$ cat src/rtl/ttcw_pkg.sv
`timescale 1ns / 1ps
`default_nettype none
package ttcw_pkg;

    localparam int ROWS_DEF = 25;
    localparam int COLS_DEF = 80;

    localparam logic [7:0] CH_NEWLINE   = 8'h0A;
    localparam logic [7:0] CH_BACKSPACE = 8'h08;
    localparam logic [7:0] CH_SPACE     = 8'h20;

    localparam logic [3:0] FG_RESET = 4'd15;
    localparam logic [3:0] BG_RESET = 4'd0;

    localparam int IN_DATA_W  = 24;
    localparam int OUT_DATA_W = 56;

    typedef enum logic [1:0] {
        KIND_WRITE = 2'd0,
        KIND_MOVE  = 2'd1,
        KIND_CLEAR = 2'd2,
        KIND_READ  = 2'd3
    } t_kind;

    typedef enum logic [1:0] {
        CFG_FG      = 2'd0,
        CFG_BG      = 2'd1,
        CFG_STREAM  = 2'd2,
        CFG_CURSOR  = 2'd3
    } t_cfg_idx;

    typedef enum logic [1:0] {
        CHG_NONE   = 2'd0,
        CHG_SCROLL = 2'd1,
        CHG_CLEAR  = 2'd2
    } t_change;

    typedef enum logic [3:0] {
        ST_INIT,
        ST_IDLE,
        ST_EXEC,
        ST_RDWAIT,
        ST_SCRL_RD,
        ST_SCRL_WR,
        ST_FILL,
        ST_PRINT,
        ST_DONE
    } t_state;

    typedef enum logic [3:0] {
        OP_INIT_FILL,
        OP_IDLE,
        OP_EXEC,
        OP_RD_CAPTURE,
        OP_SCRL_RD,
        OP_SCRL_WR,
        OP_FILL,
        OP_PRINT,
        OP_LOAD_OUT
    } t_op;

    typedef struct packed {
        t_kind kind;
        logic  is_nl;
        logic  is_bs;
        logic  scroll;     // item in EXEC needs a scroll first
        logic  read_ok;    // read target inside the screen
        logic  sweep_last; // sweep address at the last cell
        logic  out_free;   // output register can take a result
        logic  in_valid;
    } t_status;

endpackage
`default_nettype wire

$ cat src/rtl/ttcw_ctrl.sv
`timescale 1ns / 1ps
`default_nettype none
module ttcw_ctrl (
    input  wire              i_clk,
    input  wire              i_rst_n,
    input  wire  ttcw_pkg::t_status i_status,
    output ttcw_pkg::t_op     o_op
);
    import ttcw_pkg::*;

    t_state r_state;
    t_state n_state;
    logic   printable;

    assign printable = (i_status.kind == KIND_WRITE) && !i_status.is_nl && !i_status.is_bs;

    always_ff @(posedge i_clk) begin
        if (!i_rst_n) begin
            r_state <= ST_INIT;
        end else begin
            r_state <= n_state;
        end
    end

    always_comb begin
        n_state = r_state;
        case (r_state)
            ST_INIT: begin
                if (i_status.sweep_last) n_state = ST_IDLE;
            end
            ST_IDLE: begin
                if (i_status.in_valid) n_state = ST_EXEC;
            end
            ST_EXEC: begin
                case (i_status.kind)
                    KIND_WRITE: begin
                        if (i_status.scroll) n_state = ST_SCRL_RD;
                        else if (printable) n_state = ST_PRINT;
                        else n_state = ST_DONE;
                    end
                    KIND_CLEAR: n_state = ST_FILL;
                    KIND_READ:  n_state = i_status.read_ok ? ST_RDWAIT : ST_DONE;
                    default:    n_state = ST_DONE;
                endcase
            end
            ST_RDWAIT:  n_state = ST_DONE;
            ST_SCRL_RD: n_state = ST_SCRL_WR;
            ST_SCRL_WR: begin
                n_state = i_status.sweep_last ? ST_FILL : ST_SCRL_RD;
            end
            ST_FILL: begin
                if (i_status.sweep_last) n_state = printable ? ST_PRINT : ST_DONE;
            end
            ST_PRINT: n_state = ST_DONE;
            ST_DONE: begin
                if (i_status.out_free) n_state = ST_IDLE;
            end
            default: n_state = ST_INIT;
        endcase
    end

    always_comb begin
        case (r_state)
            ST_INIT:    o_op = OP_INIT_FILL;
            ST_IDLE:    o_op = OP_IDLE;
            ST_EXEC:    o_op = OP_EXEC;
            ST_RDWAIT:  o_op = OP_RD_CAPTURE;
            ST_SCRL_RD: o_op = OP_SCRL_RD;
            ST_SCRL_WR: o_op = OP_SCRL_WR;
            ST_FILL:    o_op = OP_FILL;
            ST_PRINT:   o_op = OP_PRINT;
            ST_DONE:    o_op = OP_LOAD_OUT;
            default:    o_op = OP_INIT_FILL;
        endcase
    end

endmodule
`default_nettype wire

$ cat config.mk
export PLATFORM = sky130hd
export DESIGN_NAME = ttcw_ctrl
export DESIGN_NICKNAME = d
export VERILOG_FILES = /design/src/rtl/ttcw_pkg.sv /design/src/rtl/ttcw_ctrl.sv
export SDC_FILE = /design/constraint.sdc
export NUM_CORES = 1
export LEC_CHECK = 0
export ABC_AREA = 1
export BUFFER_PORTS_ARGS = -buffer_cell sky130_fd_sc_hd__buf_2
export CORE_AREA = 2 2 39 41
export CTS_CLUSTER_DIAMETER = 150
export DETAILED_ROUTE_END_ITERATION = 10
export DIE_AREA = 0 0 41 43
export PLACE_DENSITY = 0.62
export SYNTH_ARGS = -nofsm -noshare
export SYNTH_HDL_FRONTEND = slang
export SYNTH_SLANG_ARGS = --single-unit
$ cat constraint.sdc
create_clock -name i_clk -period 1.24 [get_ports i_clk]
set_input_delay 0.186 -clock i_clk [delete_from_list [all_inputs] [get_ports i_clk]]
set_output_delay 0.186 -clock i_clk [all_outputs]
set_load 0.02 [all_outputs]
# ---- Word level (Yosys, flattened, before mapping)
# Memories as Yosys holds them, arrays and structs flattened. A register that Yosys moved wholly into a read port is not among the register bits.
# Cells that the tools add are included.
dict set report totals {
  latch_bits 0
  ramBits 0
  input_bits 11
  wordCells 36
  out_inout_bits 4
  regBits 4
  romBits 64
  n_memories 1
}
# memory depth width rd rd_ports_with_merged_regs wr line_no
set memory_table {}
lappend memory_table {{(name not given)} 16 4 1 1 0 ttcw_ctrl.sv:63} ;# case (r_state)
dict set report classes {
  magnitude_cmp 0
  muxes 12
  eq_ne 14
  add_sub_neg 0
  bitwise_logic 0
  shifts 0
  div_mod_pow 0
  multipliers 0
  reduce_logical 8
}
# cell count
set op_table {}
lappend op_table {{$mux W4} 9}
lappend op_table {{$pmux W4 S8} 1}
lappend op_table {{$eq A4 B3 Y1 const B} 4}
lappend op_table {{$pmux W4 S3} 1}
lappend op_table {{$eq A4 B2 Y1 const B} 2}
lappend op_table {{$ne A2 B2 Y1 const B} 4}
lappend op_table {{$eq A2 B2 Y1 const B} 2}
lappend op_table {{$eq A4 B1 Y1 const B} 1}
lappend op_table {{$eq A4 B4 Y1 const B} 1}
lappend op_table {{$logic_not A4 Y1} 1}
lappend op_table {{$reduce_and A4 Y1} 1}
lappend op_table {{$logic_and A1 B1 Y1} 2}
lappend op_table {{$logic_not A1 Y1} 2}
lappend op_table {{$logic_not A2 Y1} 1}
lappend op_table {{$mux W2} 1}
lappend op_table {{$reduce_or A2 Y1} 1}

# ---- Depth between registers and ports, before layout
# Gate-level depths: netlist of run 1.
dict set report depth {
  word_depth 9
  ltp_mapped 8
}

# ---- Worst setup path after synthesis of run 1
# OpenSTA, ideal clock, no wires.
dict set report synth_timing {
  path_kind {register to register}
  start {register r_state[2]}
  end {register o_op[0] (netlist name)}
  setup_slack_ns 0.192
  required_time_ns 1.117
  path_stages_with_launch 8
  path_buffers 0
  setup_time_ns 0.123
  t_arrival_ns 0.925
  synth_period_minus_slack_ns 1.048
  path_cell_list {dfxtp_1 inv_2 nor2_2 nand2_1 a21oi_1 nor2_2 nand2_1 a21oi_1}
}
dict set report synth_between {
  elab_chain_cells 5
  elab_cells_between_ends 18
  classes_between {eq/ne (12); mux (3); reduce/logical (3)}
}
# item line_no
set synth_lines {}
lappend synth_lines {{start: declaration} ttcw_ctrl.sv:11} ;# t_state r_state;
lappend synth_lines {{start signal: assignment} ttcw_ctrl.sv:21} ;# r_state <= n_state;
lappend synth_lines {{$eq A4 B3 Y1 (tied with other cells)} ttcw_ctrl.sv:27} ;# case (r_state)
lappend synth_lines {{$reduce_or A2 Y1 (no source line) or $ne A2 B2 Y1 (tied branches)} -}
lappend synth_lines {{$pmux W4 S8 or $reduce_and A4 Y1 (tied branches)} -}
lappend synth_lines {{$mux W4 (no source line) (*) (2 in a row)} -}
# Mark *: on every way between the ends. The rest lies on a longest branch, timed or not.
# A chain may end at the register's enable or synchronous reset.

# ---- Worst setup path after layout of run 1
dict set report layout_timing {
  start {register r_state[3]}
  end {register r_state[3]}
}
dict set report layout_between {
  elab_chain_cells 3
  elab_cells_between_ends 16
  classes_between {eq/ne (12); mux (1); reduce/logical (3)}
}
# item line_no
set layout_lines {}
lappend layout_lines {{$eq A4 B3 Y1 (tied with other cells)} ttcw_ctrl.sv:27}
lappend layout_lines {{$reduce_or A2 Y1 (no source line) or $ne A2 B2 Y1 (tied branches)} -}
lappend layout_lines {{$pmux W4 S8 or $reduce_and A4 Y1 (tied branches)} -}
# Parallel ways exist; a longest one is shown, timed or not.

==> run_results.csv, run 1 <==
group,metric,value,unit
pwr,worst_ir_drop_vdd,0.460,mV
clock_tree,clock_tree.htree_level_count,1,
worst_setup_path,endpoint_kind,"flip-flop",
global_route,grt_max_degree,9,
clock_tree,insertion_delay,0.27,ns
pwr,power_leakage,0.000320,uW
run_status,run_status,"finished clean",
timing,timing.fmax,0.835,GHz
synthesis,synth_seq_cells,8,
timing,transition_at_the_pin_with_the_smallest_max_transition_slack,0.274,ns
timing,hold_slack,0.223,ns
synthesis,yosys.area.top_type_share,0.343,
timing,timing.final.crit_share,0.966,
pwr,power.switching,306,uW
worst_setup_path,critPathTopFamily,"simple AND/OR/NAND/NOR gates",
routing,drt_pass1_iterations,4,
synthesis,synth_edf_count,0,
pwr,p_clk_frac,0.262,
worst_setup_path,worstPathMaxFanout,5,
die,boundaryPins,15,
worst_hold_path,min-delay-path-class,"in2reg",
global_route,globalRoute.totalOverflow,0,
worst_setup_path,required,1.42,ns
worst_setup_path,crit-reg2reg-capture,"r_state[3]$_SDFFE_PN0P_",
die,die_height,43,um
synthesis,yosysMostFrequentCell,"nand2_1",
synthesis,synth_commonest_cells,"nand2_1, nor2_1, a21oi_1, nand3_1, dfxtp_1",
worst_setup_path,timing.reg2reg.setup_slack,0.04,ns
timing,clock-skew-final,0.00499,ns
worst_setup_path,worst_setup_path_start_kind,"flip-flop",
die,core-area,1380,um^2
clock_tree,cts-buffers-inserted,3,
routing,average_vias_per_placed_instance,4.76,
global_route,globalRouteTotalUtil,0.154,
synthesis,post_synth_num_cell_types,13,
routing,initialDrtViolationCount,5,
place,port_buffers,14,
global_route,first_global_vias,471,
final_layout,antennaDiodeCount,0,
timing,maxSlewHeadroom,0.817,
worst_setup_path,timing.reg2reg.worst_path_depth,8,
synthesis,postSynth.topFlopCell,"dfxtp_1",
clock_tree,clock_transition_time_at_the_flip_flop_clock_pins_of_the_worst_setup_and_hold_paths,0.06,ns
pwr,power_frac_seq,0.399,
synthesis,syn-num-nets,86,
synthesis,cells_after_synth,75,
pwr,portion_of_total_power_attributed_to_combinational_logic,0.338,
synthesis,synth.yosys.seq_area_share,0.343,
global_route,global_route.usage.met3,0.0314,
clock_tree,cts_tree,"done",
worst_setup_path,slowest_delay,0.40,ns
die,core.rowCount,14,
worst_setup_path,path_buf_inv,1,
die,initial_core_util,0.337,
worst_setup_path,regToRegStartpoint,"r_state[3]$_SDFFE_PN0P_",
worst_setup_path,cp.arrival,1.38,ns
pwr,fin_total_pwr,821,uW
routing,routed_wirelength,1.15,mm
pwr,p_int,516,uW
final_layout,area_delta_synth_final,41.8,%
routing,post-route-drc-count,0,
worst_setup_path,setup.worst_path.end,"r_state[3]$_SDFFE_PN0P_",
timing,min_period,1.20,ns
pwr,power_density_cells,1240,nW/um^2
place,dp_hpwl,792,um
timing,report.final.setup_viol,0,
global_route,antenna_found_initial,0,
place,place.gp.congestion,0.813,
clock_tree,cts_max_path_buffers,2,
timing,finalHoldViolations,0,
worst_setup_path,worstSetupStartpoint,"r_state[3]$_SDFFE_PN0P_",
worst_setup_path,critPathKind,"reg2reg",
final_layout,final_nets,106,
global_route,first_pass_grt_wire_length,1.78,mm
synthesis,ys_warn_count,0,
die,full_die_area,1760,um^2
synthesis,synth_area_leader_cell,"dfxtp_1",
routing,antenna_violating_nets_post_route,0,
die,fp.dieW,41,um
pwr,sw_frac_of_total,0.372,
final_layout,layout-drive-gt1-share,0.452,
timing,timing.setup.tns,0,ns
routing,vias,519,
synthesis,netlist_area,467,um^2
global_route,globalRoute.busiestLayer,"met2",
clock_tree,cts_root_buf,"clkbuf_4",
global_route,met1_usage,0.181,
synthesis,netlist_top_cells_area,"dfxtp_1, nand2_1, a21oi_1",
worst_setup_path,crit_slowest_cell,"dfxtp_2",
synthesis,syn_area_per_cell,6.22,um^2
clock_tree,numClockSinks,8,
global_route,global_route.usage.met2,0.225,
worst_setup_path,critical_path_depth,8,
job,max-cap-violations,0,
synthesis,synthArstFlopShare,0,
timing,report.final.slew_viol_count,0,
routing,wl_per_cell,10.6,um
worst_setup_path,crit_chain,"inv_4 -> nand2_4 -> nor2_2 -> nand3_2 -> nand2_2 -> nor2_4 -> nand2_1 -> a21oi_1",
-- area by class of cell --
class                   count  area [um^2]
fillers                   145          722
multi-input cells          59          339
flip-flops and latches      8          168
repair buffers             15         77.6
inverters                   8         35.0
clock buffers               3         22.5
well taps                  16         20.0
-- per-layer routing --
metal  vias up  wire length (um)
li1        278                 -
met1       225               450
met2        11               616
met3         5                34
met4         0                49
met5         -                 0
-- per-stage QoR --
stage	std cells	setup WS (ns)	util	area [um^2]
detailed placement	105	0.0470	0.402	557
CTS	108	0.0209	0.419	579
finish	109	0.0427	0.478	662
global placement	105	0.0394	0.402	557
floorplan	75	0.192	-	467
global route	109	-0.0294	0.478	662
-- layout by cell type (no fill, tap or decap) --
| master | n |
|---|---|
| a21oi_1 | 6 |
| a21oi_2 | 4 |
| buf_2 | 14 |
| buf_4 | 1 |
| clkbuf_4 | 3 |
| dfxtp_1 | 4 |
| dfxtp_2 | 3 |
| dfxtp_4 | 1 |
| inv_1 | 5 |
| inv_2 | 1 |
| inv_4 | 2 |
| nand2_1 | 16 |
| nand2_2 | 2 |
| nand2_4 | 2 |
| nand3_1 | 8 |
| nand3_2 | 2 |
| nor2_1 | 9 |
| nor2_2 | 2 |
| nor2_4 | 5 |
| nor3_1 | 1 |
| o21ai_0 | 1 |
| or2_1 | 1 |
-- timing repair --
| action | CTS | global route |
|---|---|---|
| setup buffers | 0 | 1 |
| hold buffers | 0 | 0 |
| gates resized for setup | 0 | 23 |
| hold endpoints to repair | 0 | 0 |
| setup endpoints to repair | 0 | 8 |
-- cell families (layout without fill, tap and decap cells) --
kind of cell           after synthesis  count (layout)  share of synthesized area
AOI/OAI and AO/OA                   11              11                      0.118
buffers and inverters                8              26                     0.0643
and+or+nand+nor                     48              48                      0.475
DFF                                  8               8                      0.343
-- worst min-delay path: cells and delay by family --
kind / cells / cell delay (ns)
compound gates: 1 / 0.06
buf+inv: 1 / 0.08
simple gates: 2 / 0.12
-- state kept, by name (all words and copies together) (netlist names) --
register and flops:
o_op 4, r_state 4
-- how the worst min path moves through the flow --
stage / startpoint / depth (start not counted) / endpoint
floorplan: i_status[0] / 3 / o_op[0]$_SDFF_PP0_
global placement: i_status[0] / 4 / o_op[0]$_SDFF_PP0_
detailed placement: i_status[0] / 4 / o_op[0]$_SDFF_PP0_
CTS: i_status[0] / 4 / r_state[0]$_SDFFE_PN0P_
global route: i_status[0] / 4 / r_state[0]$_SDFFE_PN0P_
finish: i_status[0] / 4 / r_state[0]$_SDFFE_PN0P_
-- power groups by stage --
| stage | logic, uW | registers [uW] | clock network (uW) |
|---|---|---|---|
| CTS | 226 | 312 | 223 |
| detailed placement | 225 | 318 | 0 |
| floorplan | 147 | 334 | 0 |
| finish | 278 | 328 | 215 |
| global placement | 229 | 319 | 0 |
| global route | 313 | 332 | 239 |
(Power assumes the default switching activity.)
==> run 2: changes to the inputs <==
--- a/config.mk
+++ b/config.mk
@@ -11,7 +11,7 @@
 export CTS_CLUSTER_DIAMETER = 150
 export DETAILED_ROUTE_END_ITERATION = 10
 export DIE_AREA = 0 0 41 43
-export PLACE_DENSITY = 0.62
+export PLACE_DENSITY = 0.64
 export SYNTH_ARGS = -nofsm -noshare
 export SYNTH_HDL_FRONTEND = slang
 export SYNTH_SLANG_ARGS = --single-unit
==> constraint.sdc (replaced) <==
create_clock -name i_clk -period 1.07 [get_ports i_clk]
set_input_delay 0.1605 -clock i_clk [delete_from_list [all_inputs] [get_ports i_clk]]
set_output_delay 0.1605 -clock i_clk [all_outputs]
set_load 0.02 [all_outputs]
==> run 2 against run 1 <==
Net effect: the run now ends with negative setup slack left; final cell count up 5.5%; die area unchanged; via count increased by 1.9%; wire length increased by 2.1%; sequential power grew 13%; worst setup slack worse by 0.18 ns; sequential share of layout area is 1.3 points lower; sequential cell count unchanged; largest power group unchanged; highest routed layer is now met3.
==> run_results.csv, run 2 (synthesis gave the netlist of run 1 again) <==
group,metric,value,unit
final_layout,layout_commonest_cell,"nand2_1",
pwr,worst_ir_drop_vdd,0.551,mV
timing,report.final.setup_viol,8,
global_route,first_global_vias,499,
pwr,power_leakage,0.000330,uW
timing,transition_at_the_pin_with_the_smallest_max_transition_slack,0.283,ns
place,dp_hpwl,879,um
routing,drt_pass1_iterations,4,
timing,report.final.slew_viol_count,0,
clock_tree,cts_tree,"done",
timing,hold_slack,0.272,ns
place,port_buffers,14,
die,fp.dieW,41,um
worst_setup_path,crit_slowest_cell,"dfxtp_2",
final_layout,area_delta_synth_final,49.3,%
clock_tree,cts-buffers-inserted,3,
worst_setup_path,path_buf_inv,0,
pwr,power_density_cells,1350,nW/um^2
global_route,globalRouteTotalUtil,0.149,
clock_tree,cts_setup_buffers,0,
worst_setup_path,critPathTopFamily,"simple AND/OR/NAND/NOR gates",
worst_setup_path,endpoint_kind,"flip-flop",
final_layout,final_cell_mix,"nand2_1, buf_2, nor2_1",
timing,min_period,1.21,ns
job,max-cap-violations,0,
clock_tree,insertion_delay,0.25,ns
final_layout,final_nets,112,
clock_tree,cts_max_path_buffers,2,
die,core.rowCount,14,
worst_setup_path,critPathKind,"reg2reg",
routing,antenna_violating_nets_post_route,0,
place,post_dp_cell_area,609,um^2
place,dpl_worst_slack,-0.0759,ns
routing,routed_wirelength,1.17,mm
timing,finalHoldViolations,0,
worst_setup_path,crit_chain,"nor2_1 -> nand2_1 -> a21oi_2 -> nor2_4 -> nand2_1 -> a21oi_1",
clock_tree,clock_tree.htree_level_count,1,
die,boundaryPins,15,
final_layout,antennaDiodeCount,0,
clock_tree,numClockSinks,8,
final_layout,finalCoreUtilization,0.504,
worst_setup_path,required,1.19,ns
worst_setup_path,worstPathMaxFanout,5,
run_status,violations_in_the_final_reports,"negative setup slack",
global_route,antenna_found_initial,0,
die,die_height,43,um
timing,timing.final.crit_share,1.13,
routing,initialDrtViolationCount,10,
clock_tree,post_cts_hold_buffer_count,0,
routing,vias,529,
routing,post-route-drc-count,0,
global_route,grt_max_degree,9,
timing,timing.fmax,0.827,GHz
run_status,run_status,"finished with violations",
worst_setup_path,slowest_delay,0.35,ns
die,core-area,1380,um^2
clock_tree,cts_root_buf,"clkbuf_4",
pwr,fin_total_pwr,941,uW
global_route,first_pass_grt_wire_length,1.77,mm
timing,clock-skew-final,0.00430,ns
worst_setup_path,worst_setup_path_start_kind,"flip-flop",
worst_setup_path,critical_path.most_common_cell,"nand2_1",
place,place.gp.congestion,0.776,
final_layout,layout-drive-gt1-share,0.495,
die,full_die_area,1760,um^2
routing,average_vias_per_placed_instance,4.60,
worst_setup_path,cp.arrival,1.33,ns
worst_hold_path,min-delay-path-class,"in2reg",
routing,wl_per_cell,10.2,um
timing,maxSlewHeadroom,0.811,
global_route,globalRoute.totalOverflow,0,
die,initial_core_util,0.337,
timing,postLayoutSetupSlackWorst,-0.140,ns
clock_tree,clock_transition_time_at_the_flip_flop_clock_pins_of_the_worst_setup_and_hold_paths,0.05,ns
final_layout,postLayoutCellArea,697,um^2
timing,rsz0062_at_grt,"true",
final_layout,layout.filler_cells,145,
## run 2: layer usage
metal  GRT usage  vias to the layer above  part of all wire
met4      0.0600                        0                 0
met2       0.253                       11              0.56
met1       0.159                      227              0.40
met5           0                        -                 0
met3      0.0471                        0             0.035
li1            -                      291                 -
## run 2: worst register-to-register path, delay by kind of cell, from the launching register on
kind | cells | cell delay, ns
and+or+nand+nor | 4 | 0.46
AOI/OAI and AO/OA | 2 | 0.27
DFF | 1 | 0.35
## run 2: stage by stage
stage          instances  TNS, ns
2_1_floorplan         75        0
4_1_cts              115   -0.315
3_5_place_dp         112   -0.540
3_3_place_gp         112   -0.505
5_1_grt              115    -1.49
6_report             115    -1.04
## run 2: area by class of cell
type | count | area, um^2 | share of cell area
Sequential cell | 8 | 168 | 0.241
Tap cell | 16 | 20.0 | 0.0287
Timing Repair Buffer | 21 | 123 | 0.176
Inverter | 8 | 35.0 | 0.0503
Clock buffer | 3 | 22.5 | 0.0323
Multi-Input combinational cell | 59 | 329 | 0.472
## run 2: repair_timing
item                                    in CTS  in global routing
resized for setup                            7                 15
pin swaps                                    5                  6
endpoints found under the setup margin       8                  8
## run 2: worst paths after layout
kind                            depth (start not counted)                       to               startpoint  slack (ns)
worst max register to register                          6  r_state[1]$_SDFFE_PN0P_  r_state[0]$_SDFFE_PN0P_       -0.14
worst min register to register                          3  r_state[0]$_SDFFE_PN0P_  r_state[0]$_SDFFE_PN0P_        0.63
worst max-delay path                                    6  r_state[1]$_SDFFE_PN0P_  r_state[0]$_SDFFE_PN0P_       -0.14
worst min-delay path                                    3  r_state[0]$_SDFFE_PN0P_                  i_rst_n        0.27
## run 2: power by group
group | switching [uW] | leakage, uW | total (uW) | internal (uW)
Clock | 93.4 | 0.0000138 | 221 | 128
Combinational | 205 | 0.000249 | 349 | 144
Sequential | 32.8 | 0.0000672 | 371 | 338
==> run 3: changes to the inputs <==
--- a/config.mk
+++ b/config.mk
@@ -12,6 +12,7 @@
 export DETAILED_ROUTE_END_ITERATION = 10
 export DIE_AREA = 0 0 41 43
 export PLACE_DENSITY = 0.64
+export RECOVER_POWER = 50
 export SYNTH_ARGS = -nofsm -noshare
 export SYNTH_HDL_FRONTEND = slang
 export SYNTH_SLANG_ARGS = --single-unit
==> run 3 against run 2 <==
Net effect: the flow still finishes with violations (negative setup slack); largest power group unchanged; sequential power barely moved; global-route usage unchanged; wire length up 0.17%; critical path depth stayed put; combinational power about the same; critical endpoint unchanged; utilization down 0.18 points; first-iteration DRC count stayed put; highest routed layer unchanged.
==> run_results.csv, run 3 (synthesis gave the netlist of run 1 again) <==
group,metric,value,unit
worst_setup_path,required,1.19,ns
pwr,worst_ir_drop_vdd,0.551,mV
worst_setup_path,timing.reg2reg.setup_slack,-0.14,ns
clock_tree,cts_root_buf,"clkbuf_4",
clock_tree,post_cts_hold_buffer_count,0,
pwr,power_frac_seq,0.395,
final_layout,non_filler_cells_in_the_finished_layout,115,
place,post_dp_cell_area,609,um^2
worst_setup_path,crit_slowest_cell,"dfxtp_2",
final_layout,layout-drive-gt1-share,0.475,
timing,report.final.slew_viol_count,0,
routing,antenna_violating_nets_post_route,0,
timing,report.final.setup_viol,8,
die,core-area,1380,um^2
worst_setup_path,worst_setup_path_start_kind,"flip-flop",
clock_tree,cts_setup_buffers,0,
worst_setup_path,crit-reg2reg-capture,"r_state[1]$_SDFFE_PN0P_",
worst_setup_path,worstPathMaxFanout,5,
job,max-cap-violations,0,
timing,min_period,1.21,ns
timing,clock-skew-final,0.00430,ns
final_layout,area_delta_synth_final,48.8,%
timing,timing.final.crit_share,1.13,
routing,vias,529,
worst_setup_path,setup.worst_path.end,"r_state[1]$_SDFFE_PN0P_",
run_status,violations_in_the_final_reports,"negative setup slack",
place,port_buffers,14,
place,place_inst,112,
worst_setup_path,critical_path.most_common_cell,"nand2_1",
clock_tree,clock_tree.htree_level_count,1,
global_route,globalRouteTotalUtil,0.149,
worst_hold_path,min-delay-path-class,"in2reg",
clock_tree,insertion_delay,0.25,ns
routing,wl_per_cell,10.2,um
routing,initialDrtViolationCount,10,
place,place.gp.congestion,0.776,
global_route,antenna_found_initial,0,
final_layout,postLayoutCellArea,694,um^2
worst_setup_path,timing.reg2reg.worst_path_depth,6,
pwr,p_int,608,uW
final_layout,layout_commonest_cell,"nand2_1",
timing,transition_at_the_pin_with_the_smallest_max_transition_slack,0.283,ns
timing,postLayoutSetupSlackWorst,-0.140,ns
clock_tree,cts_max_path_buffers,2,
die,boundaryPins,15,
clock_tree,cts-buffers-inserted,3,
worst_setup_path,endpoint_kind,"flip-flop",
worst_setup_path,slowest_delay,0.35,ns
global_route,globalRoute.totalOverflow,0,
place,dp_hpwl,879,um
final_layout,final_cell_mix,"nand2_1, buf_2, nor2_1",
final_layout,antennaDiodeCount,0,
worst_setup_path,crit_chain,"nor2_1 -> nand2_1 -> a21oi_2 -> nor2_4 -> nand2_1 -> a21oi_1",
die,die_height,43,um
pwr,power_leakage,0.000322,uW
die,full_die_area,1760,um^2
clock_tree,numClockSinks,8,
timing,timing.fmax,0.827,GHz
final_layout,layout.filler_cells,145,
worst_setup_path,worstSetupStartpoint,"r_state[0]$_SDFFE_PN0P_",
pwr,power_density_cells,1350,nW/um^2
clock_tree,cts_tree,"done",
pwr,portion_of_total_power_attributed_to_combinational_logic,0.369,
routing,average_vias_per_placed_instance,4.60,
die,core.rowCount,14,
global_route,first_global_vias,499,
worst_setup_path,critPathKind,"reg2reg",
timing,finalHoldViolations,0,
global_route,grt_max_degree,9,
die,initial_core_util,0.337,
timing,maxSlewHeadroom,0.811,
pwr,power.switching,331,uW
timing,rsz0062_at_grt,"true",
routing,drt_pass1_iterations,4,
run_status,run_status,"finished with violations",
worst_setup_path,regToRegStartpoint,"r_state[0]$_SDFFE_PN0P_",
routing,post-route-drc-count,0,
pwr,sw_frac_of_total,0.353,
final_layout,final_nets,112,
routing,routed_wirelength,1.18,mm
worst_setup_path,cp.arrival,1.33,ns
clock_tree,clock_transition_time_at_the_flip_flop_clock_pins_of_the_worst_setup_and_hold_paths,0.05,ns
die,fp.dieW,41,um
pwr,p_clk_frac,0.235,
global_route,first_pass_grt_wire_length,1.77,mm
==> run 3: critical path, delay by kind of cell, from the launching register on <==
family | cells | cell delay [ns]
AOI/OAI and AO/OA | 2 | 0.27
and+or+nand+nor | 4 | 0.46
DFF | 1 | 0.35
==> run 3: timing repair <==
item,4_1_cts,5_1_grt
resized for setup,7,15
setup endpoints to repair,8,8
pin swaps,5,6
==> run 3: layout make-up <==
class	count	area (um^2)	share of cell area
sequential	8	168	0.241
tap	16	20.0	0.0288
inverter	8	35.0	0.0505
clock buffer	3	22.5	0.0324
timing repair buffer	21	120	0.173
multi-input combinational	59	329	0.474
==> run 3: power by group through the flow <==
stage               registers (uW)  logic (uW)  clock network (uW)
CTS                            365         298                 236
finish                         371         347                 221
floorplan                      387         170                   0
detailed placement             368         292                   0
global placement               366         296                   0
global route                   377         381                 248
==> run 3: through the flow <==
stage,setup TNS (ns),util,hold slack [ns],power (uW),setup WS (ns)
6_report,-1.04,0.502,0.272,939,-0.140
5_1_grt,-1.49,0.502,0.295,1010,-0.201
4_1_cts,-0.315,0.467,0.232,898,-0.0477
3_5_place_dp,-0.540,0.440,0.501,660,-0.0759
3_3_place_gp,-0.505,0.440,0.492,662,-0.0774
2_1_floorplan,0,-,0.349,557,0.0222
==> run 3: routing by layer <==
metal  global-route usage  routed length, um
met4               0.0600                  0
met3               0.0471                 41
met5                    0                  0
met2                0.253                658
met1                0.159                476
==> run 3: how the worst min path moves through the flow <==
stage                start                       to  slack [ns]  cells past startpoint
3_5_place_dp       i_rst_n  r_state[3]$_SDFFE_PN0P_        0.50                      3
5_1_grt            i_rst_n  r_state[0]$_SDFFE_PN0P_        0.29                      3
3_3_place_gp       i_rst_n  r_state[3]$_SDFFE_PN0P_        0.49                      3
6_report           i_rst_n  r_state[0]$_SDFFE_PN0P_        0.27                      3
2_1_floorplan  i_status[0]       o_op[0]$_SDFF_PP0_        0.35                      3
4_1_cts            i_rst_n  r_state[3]$_SDFFE_PN0P_        0.23                      3
